### src/rtl/rgbce_pkg.sv
package rgbce_pkg;

  localparam int unsigned RED_W   = 5;
  localparam int unsigned GREEN_W = 6;
  localparam int unsigned DATA_W  = 16;
  localparam int unsigned KIND_W  = 3;
  localparam int unsigned CFG_AW  = 3;
  localparam int unsigned CFG_DW  = 32;
  localparam int unsigned BRIGHT_W   = 6;
  localparam int unsigned CONTRAST_W = 9;
  localparam int unsigned CK_W       = 23;

  localparam logic [5:0] RED_MAX   = 6'd31;
  localparam logic [5:0] GREEN_MAX = 6'd63;
  localparam logic [5:0] RED_MID   = 6'd16;
  localparam logic [5:0] GREEN_MID = 6'd32;
  localparam logic [5:0] FROZEN_RED_DROP   = 6'd12;
  localparam logic [5:0] FROZEN_GREEN_DROP = 6'd24;
  localparam logic [5:0] FROZEN_BLUE_LIFT  = 6'd24;
  localparam logic [5:0] LIGHT_LIFT        = 6'd4;
  localparam logic [5:0] TOXIC_GREEN_MIN   = 6'd8;
  localparam logic [5:0] BERSERK_RED_MIN   = 6'd4;

  localparam logic [CONTRAST_W-1:0] CONTRAST_RESET = 9'd100;

  // Division by 100 is a multiply by 5243 and a shift by 19, with a bias that keeps the
  // floor exact for every product of a channel offset and a 9-bit contrast.
  localparam logic [13:0] RECIP_100   = 14'd5243;
  localparam int unsigned RECIP_SHIFT = 19;
  localparam logic [29:0] RECIP_BIAS  = 30'd2048;

  localparam logic [CK_W-1:0] CK_RESET = 23'd524300;

  localparam logic CFG_IDX_BRIGHTNESS = 1'b0;
  localparam logic CFG_IDX_CONTRAST   = 1'b1;

  typedef enum logic [KIND_W-1:0] {
    KIND_PASS    = 3'd0,
    KIND_LIGHT   = 3'd1,
    KIND_FROZEN  = 3'd2,
    KIND_TOXIC   = 3'd3,
    KIND_BERSERK = 3'd4,
    KIND_BC      = 3'd5
  } kind_t;

endpackage

### src/rtl/rgb565_color_effect_unit_top.sv
// RGB565 color effect unit. Each input transaction carries one palette color (red in
// bits 4:0, green in bits 10:5, blue in bits 15:11 of in_tdata) and an effect kind in
// in_tuser; each output transaction carries the recolored channels in the same layout.
// Kinds: 0 pass, 1 light, 2 frozen, 3 toxic, 4 berserk, 5 brightness and contrast;
// kinds 6 and 7 pass the color through. The block takes one transaction per cycle when
// the output is not stalled, through an input register, one pass of logic built around a
// 7 by 24 bit multiplier per channel, and an output register. Brightness (address 0,
// signed 6 bits) and contrast in percent (address 4, 9 bits) must be written over the
// APB port only while no transaction is in flight; the block itself does not enforce this.
module rgb565_color_effect_unit_top (
  input  logic                              clk,
  input  logic                              rst_n,
  input  logic                              in_tvalid,
  output logic                              in_tready,
  // Fields from bit 0: red_in[4:0], green_in[10:5], blue_in[15:11].
  input  logic [rgbce_pkg::DATA_W-1:0]      in_tdata,
  // Fields from bit 0: kind[2:0].
  input  logic [rgbce_pkg::KIND_W-1:0]      in_tuser,
  output logic                              out_tvalid,
  input  logic                              out_tready,
  // Fields from bit 0: red_out[4:0], green_out[10:5], blue_out[15:11].
  output logic [rgbce_pkg::DATA_W-1:0]      out_tdata,
  input  logic                              cfg_psel,
  input  logic                              cfg_penable,
  input  logic                              cfg_pwrite,
  input  logic [rgbce_pkg::CFG_AW-1:0]      cfg_paddr,
  input  logic [rgbce_pkg::CFG_DW-1:0]      cfg_pwdata,
  output logic [rgbce_pkg::CFG_DW-1:0]      cfg_prdata,
  output logic                              cfg_pready
);
  import rgbce_pkg::*;

  logic signed [BRIGHT_W-1:0] bright_r;
  logic [CONTRAST_W-1:0]      contrast_r;
  logic [CK_W-1:0]            ck_r;
  logic                       cfg_wr;

  logic                       s1_valid_r;
  logic [DATA_W-1:0]          s1_data_r;
  logic [KIND_W-1:0]          s1_kind_r;
  logic                       s1_adv;
  logic                       out_valid_r;
  logic [DATA_W-1:0]          out_data_r;
  logic [DATA_W-1:0]          out_data_nxt;
  logic                       out_load_ok;

  function automatic logic [5:0] bc_adjust(input logic [5:0] ch, input logic [5:0] mid,
                                           input logic signed [6:0] off,
                                           input logic [CK_W-1:0] ck,
                                           input logic [5:0] hi);
    logic signed [6:0]  d;
    logic signed [29:0] prod;
    logic signed [10:0] q;
    logic signed [11:0] sum;
    d    = $signed({1'b0, ch}) - $signed({1'b0, mid});
    prod = d * $signed({1'b0, ck});
    prod = prod + $signed(RECIP_BIAS);
    q    = prod[RECIP_SHIFT+10:RECIP_SHIFT];
    sum  = $signed({q[10], q}) + $signed({6'b0, mid}) + $signed({{5{off[6]}}, off});
    if (sum < 12'sd0) begin
      return 6'd0;
    end else if (sum > $signed({6'b0, hi})) begin
      return hi;
    end else begin
      return sum[5:0];
    end
  endfunction

  assign cfg_pready = 1'b1;
  assign cfg_wr     = cfg_psel && cfg_penable && cfg_pwrite && cfg_pready;

  always_ff @(posedge clk) begin
    if (!rst_n) begin
      bright_r   <= '0;
      contrast_r <= CONTRAST_RESET;
      ck_r       <= CK_RESET;
    end else if (cfg_wr) begin
      case (cfg_paddr[2])
        CFG_IDX_BRIGHTNESS: bright_r <= cfg_pwdata[BRIGHT_W-1:0];
        CFG_IDX_CONTRAST: begin
          contrast_r <= cfg_pwdata[CONTRAST_W-1:0];
          ck_r       <= CK_W'(cfg_pwdata[CONTRAST_W-1:0]) * CK_W'(RECIP_100);
        end
        default: ;
      endcase
    end
  end

  always_comb begin
    case (cfg_paddr[2])
      CFG_IDX_BRIGHTNESS: cfg_prdata = {{(CFG_DW-BRIGHT_W){1'b0}}, bright_r};
      CFG_IDX_CONTRAST:   cfg_prdata = {{(CFG_DW-CONTRAST_W){1'b0}}, contrast_r};
      default:            cfg_prdata = '0;
    endcase
  end

  assign out_load_ok = !out_valid_r || out_tready;
  assign s1_adv      = s1_valid_r && out_load_ok;
  assign in_tready   = !s1_valid_r || out_load_ok;

  always_ff @(posedge clk) begin
    if (!rst_n) begin
      s1_valid_r <= 1'b0;
    end else if (in_tready) begin
      s1_valid_r <= in_tvalid;
    end
  end

  always_ff @(posedge clk) begin
    if (in_tvalid && in_tready) begin
      s1_data_r <= in_tdata;
      s1_kind_r <= in_tuser;
    end
  end

  always_comb begin
    logic [5:0] r;
    logic [5:0] g;
    logic [5:0] b;
    logic [5:0] r_sum;
    logic [6:0] g_sum;
    logic [5:0] b_sum;
    logic signed [6:0] off_rb;
    logic signed [6:0] off_g;
    r_sum  = '0;
    g_sum  = '0;
    b_sum  = '0;
    r      = {1'b0, s1_data_r[4:0]};
    g      = s1_data_r[10:5];
    b      = {1'b0, s1_data_r[15:11]};
    off_rb = {bright_r[BRIGHT_W-1], bright_r};
    off_g  = {bright_r, 1'b0};
    case (kind_t'(s1_kind_r))
      KIND_LIGHT: begin
        r_sum = r + LIGHT_LIFT;
        g_sum = {1'b0, g} + {LIGHT_LIFT, 1'b0};
        b_sum = b + LIGHT_LIFT;
        r = (r_sum > RED_MAX) ? RED_MAX : r_sum;
        g = g_sum[6] ? GREEN_MAX : g_sum[5:0];
        b = (b_sum > RED_MAX) ? RED_MAX : b_sum;
      end
      KIND_FROZEN: begin
        b_sum = b + FROZEN_BLUE_LIFT;
        r = (r < FROZEN_RED_DROP) ? 6'd0 : r - FROZEN_RED_DROP;
        g = (g < FROZEN_GREEN_DROP) ? 6'd0 : g - FROZEN_GREEN_DROP;
        b = (b_sum > RED_MAX) ? RED_MAX : b_sum;
      end
      KIND_TOXIC: begin
        r = 6'd0;
        g = (g < TOXIC_GREEN_MIN) ? TOXIC_GREEN_MIN : g;
        b = 6'd0;
      end
      KIND_BERSERK: begin
        r = (r < BERSERK_RED_MIN) ? BERSERK_RED_MIN : r;
        g = 6'd0;
        b = 6'd0;
      end
      KIND_BC: begin
        r = bc_adjust(r, RED_MID, off_rb, ck_r, RED_MAX);
        g = bc_adjust(g, GREEN_MID, off_g, ck_r, GREEN_MAX);
        b = bc_adjust(b, RED_MID, off_rb, ck_r, RED_MAX);
      end
      default: ;
    endcase
    out_data_nxt = {b[RED_W-1:0], g[GREEN_W-1:0], r[RED_W-1:0]};
  end

  always_ff @(posedge clk) begin
    if (!rst_n) begin
      out_valid_r <= 1'b0;
    end else if (out_load_ok) begin
      out_valid_r <= s1_valid_r;
    end
  end

  always_ff @(posedge clk) begin
    if (s1_adv) begin
      out_data_r <= out_data_nxt;
    end
  end

  assign out_tvalid = out_valid_r;
  assign out_tdata  = out_data_r;

endmodule

### config.mk
export PLATFORM = sky130hd
export DESIGN_NAME = rgb565_color_effect_unit_top
export DESIGN_NICKNAME = d
export VERILOG_FILES = /design/src/rtl/rgbce_pkg.sv /design/src/rtl/rgb565_color_effect_unit_top.sv
export SDC_FILE = /design/constraint.sdc
export NUM_CORES = 1
export LEC_CHECK = 0
export BUFFER_PORTS_ARGS = -buffer_cell sky130_fd_sc_hd__buf_2
export CAP_MARGIN = 15
export CORE_ASPECT_RATIO = 0.9
export CORE_UTILIZATION = 50
export CTS_BUF_LIST = sky130_fd_sc_hd__clkbuf_4 sky130_fd_sc_hd__clkbuf_8
export DETAILED_ROUTE_END_ITERATION = 16
export PLACE_DENSITY = 0.64
export SYNTH_ARGS = -nofsm -noshare
export SYNTH_HDL_FRONTEND = slang
export SYNTH_SLANG_ARGS = --single-unit
### constraint.sdc
create_clock -name clk -period 13 [get_ports clk]
set_clock_uncertainty 0.2 [all_clocks]
set_input_delay 0.65 -clock clk [delete_from_list [all_inputs] [get_ports clk]]
set_output_delay 0.65 -clock clk [all_outputs]
set_load 0.02 [all_outputs]
==> reports/summary.txt <==
Least-Margin Pin Slew - 1.080 ns
sequential share of power - 14.3%
mapped cell area - 0.01952 mm2
hold crit path type - input port to flop
placed inst area - 0.02021 mm2
fraction of layout cells with a size suffix above 1 - 6.859%
die span in x - 210.3 um
CP max FO - 42
crit end category - flop
clk_lat worst skew - 0.44 ns
first-pass GRT wire length - 77270 um
Post-synth EDFFs - 35
minimum clock period - 9.044 ns
vias in the first global route - 15060
Initial DRT Pass Iterations - 5
Critical Path Slowest Stage Cell - inv_1
Top FF cell, synth - dfxtp_1
CTS tree - built
worst reg-to-reg setup slack - 3.96 ns
RSZ-0062 raised after global routing - no
Comb pwr share - 74.8%
sw power - 0.001004 W
Initial Utilization - 50.88%
hold path start - in_tdata[15]
total negative slack - 0 ns
synthesized area per cell - 8.798 um2
FMAX - 110.6 MHz
PnR worst setup slack - 3.956 ns
Top Ports - 112
htree depth - 3
Clk pwr share - 10.9%
Max VDD drop - 0.07826 mV
largest area contributor in the synthesized netlist - fa_1
ys async rst share - 0%
drt drc - 0
gp weighted congestion - 0.8633
Rows - 68
CTS Buf Count - 9
dpl ws - 4.082 ns
DP Wirelength - 36360 um
synthesis-stage register bit count - 73
total setup buffers inserted after CTS - 0
status - finished clean
total grt overflow - 0
DRT iter0 DRCs - 1033
Final Hold Viols - 0
initial antenna violation count - 0
Synth cell types - 77
pwr dens - 98.65 mW/mm2
diode count - 0
Layout Nets - 2872
hold depth - 1
Synth top area share - 29.94%
GRT Util Overall - 24.74%
Detailed Route WL - 46650 um
number of port buffers - 62
WL per Instance - 17.02 um
Worst R2R Path Depth - 29
Req. time, crit path - 12.94 ns
CORE AREA - 0.03837 mm2
synth warn - 0
cell mode on critical path - inv_1
vias - 14910
Worst-path clk slew - 0.11 ns
# clock sinks - 73
post-route cell area - 0.02043 mm2
post-route ant nets - 0
r2r endpoint - out_tdata[15]
Rel. slew slack - 28.03%
post-CTS sizing - 0
total chip power - 0.002016 W
startpoint types - flop
register area share after synthesis - 9.280%
synth top area cells - fa_1 (30%), ha_1 (20%), inv_1 (6.6%), and2_1 (6.3%), edfxtp_1 (5.4%)
area of the die - 0.03984 mm2
sw frac - 49.80%
final setup vio count - 0
crit path kind - flop to flop
largest net degree at the start of global routing - 49
final hold slack - 0.1773 ns
WP data arrival - 8.98 ns
clk root buf - clkbuf_8
Min-Delay Endpoint - s1_data_r[15]
slowest stage delay, CP - 0.57 ns
die height - 189.5 um
CTS Hold Bufs - 0
routed vias/inst - 5.439
Final Max Slew Viols - 0
period utilization - 69.57%
P_int - 0.001012 W
leakage - 10.59 nW
Area growth, synth to finish - 4.653%
Mapped Cells - 2219
RR Startpoint - s1_data_r[15]
maxcap violations - 0
clk buf depth - 2
-- layout make-up --
| cell class | instances | area [um2] |
|---|---|---|
| inverters | 348 | 1306 |
| multi-input cells | 1686 | 15890 |
| clock inverters | 7 | 100.1 |
| fillers | 3486 | 17940 |
| clock buffers | 9 | 123.9 |
| well taps | 525 | 656.9 |
| repair buffers | 93 | 543.0 |
| flip-flops and latches | 73 | 1812 |
-- worst max-delay path by stage --
stage,start,end,slack (ns),cells after the start
floorplan,s1_data_r[15],out_tdata[12],5.11,30
global placement,s1_data_r[15],out_tdata[12],4.14,30
detailed placement,s1_data_r[15],out_tdata[12],4.08,30
CTS,s1_data_r[15],out_tdata[12],4.03,30
global route,s1_data_r[15],out_tdata[15],3.60,29
finish,s1_data_r[15],out_tdata[15],3.96,29
-- layer usage --
layer,track usage [%],share of wire (%)
met1,34.35,46
met2,39.20,45
met3,4.760,6.4
met4,6.766,2.1
met5,0.7389,0
-- cell usage after synthesis (4+ instances only) --
cell        n
a211oi_1    9
a21boi_0   11
a21o_1     31
a21oi_1    70
a22oi_1     4
a31oi_1    18
and2_1    197
buf_4      25
clkbuf_1  106
dfxtp_1    38
edfxtp_1   35
fa_1      292
ha_1      308
inv_1     345
mux2_2      4
mux2i_1     5
nand2_1   205
nand2b_1   12
nand3_1    17
nand3b_1    5
nand4_1    11
nor2_1    112
nor2b_1    66
nor3_1     27
o211ai_1    9
o21a_1     14
o21ai_0    50
o21ai_1    20
o21bai_1    6
o221ai_1    6
o31ai_1     4
or2_2      28
or3_1       5
xnor2_1    37
xor2_1     21
-- state kept, by name, indices dropped and copies added (netlist names) --
register,flops
s1_kind_r,3
out_tdata,16
bright_r,6
ck_r,21
s1_data_r,16
out_tvalid,1
contrast_r,9
s1_valid_r,1
-- cells by family after synthesis --
family	Yosys count	share of synthesized area, %
muxes	11	0.6024
xor gates and xnor gates	58	2.602
buffers and inverters	482	9.754
and+or+nand+nor	704	18.39
adders and majority gates	600	49.68
AOI/OAI and AO/OA	289	9.658
other	2	0.03847
DFF	73	9.280
-- power groups by stage --
stage / Combinational [W] / Sequential [W] / Clock (W)
detailed placement: 0.00150 / 0.000294 / 0
CTS: 0.00152 / 0.000289 / 0.000226
floorplan: 0.00118 / 0.000272 / 0
finish: 0.00151 / 0.000289 / 0.000219
global route: 0.00174 / 0.000291 / 0.000233
global placement: 0.00146 / 0.000293 / 0
-- worst max-delay path, delay by kind of cell, from the launching register on --
family	cells	cell delay, ns
adders and majority gates	7	3.07
AOI/OAI and AO/OA	8	2.03
and+or+nand+nor	6	1.58
buffers and inverters	6	1.07
DFF	1	0.37
muxes	1	0.34
xor gates and xnor gates	1	0.07
-- through the flow --
stage          util [%]  cells
3_5_place_dp      52.66   2725
3_3_place_gp      52.66   2725
4_1_cts           53.25   2741
6_report          53.25   2741
2_1_floorplan         -   2241
5_1_grt           53.25   2741
-- placed cells by master, fill, tap and decap left out, types with 21 or more instances in the layout --
master      n
buf_2      62
nor2b_1    66
edfxtp_1   35
or2_2      28
nor2_1    112
conb_1     24
and2_1    197
a21o_1     31
buf_4      31
fa_1      292
inv_1     345
nand2_1   205
xor2_1     21
xnor2_1    37
ha_1      308
dfxtp_1    38
nor3_1     27
o21ai_0    50
a21oi_1    70
Power figures use the tool's default switching activity.
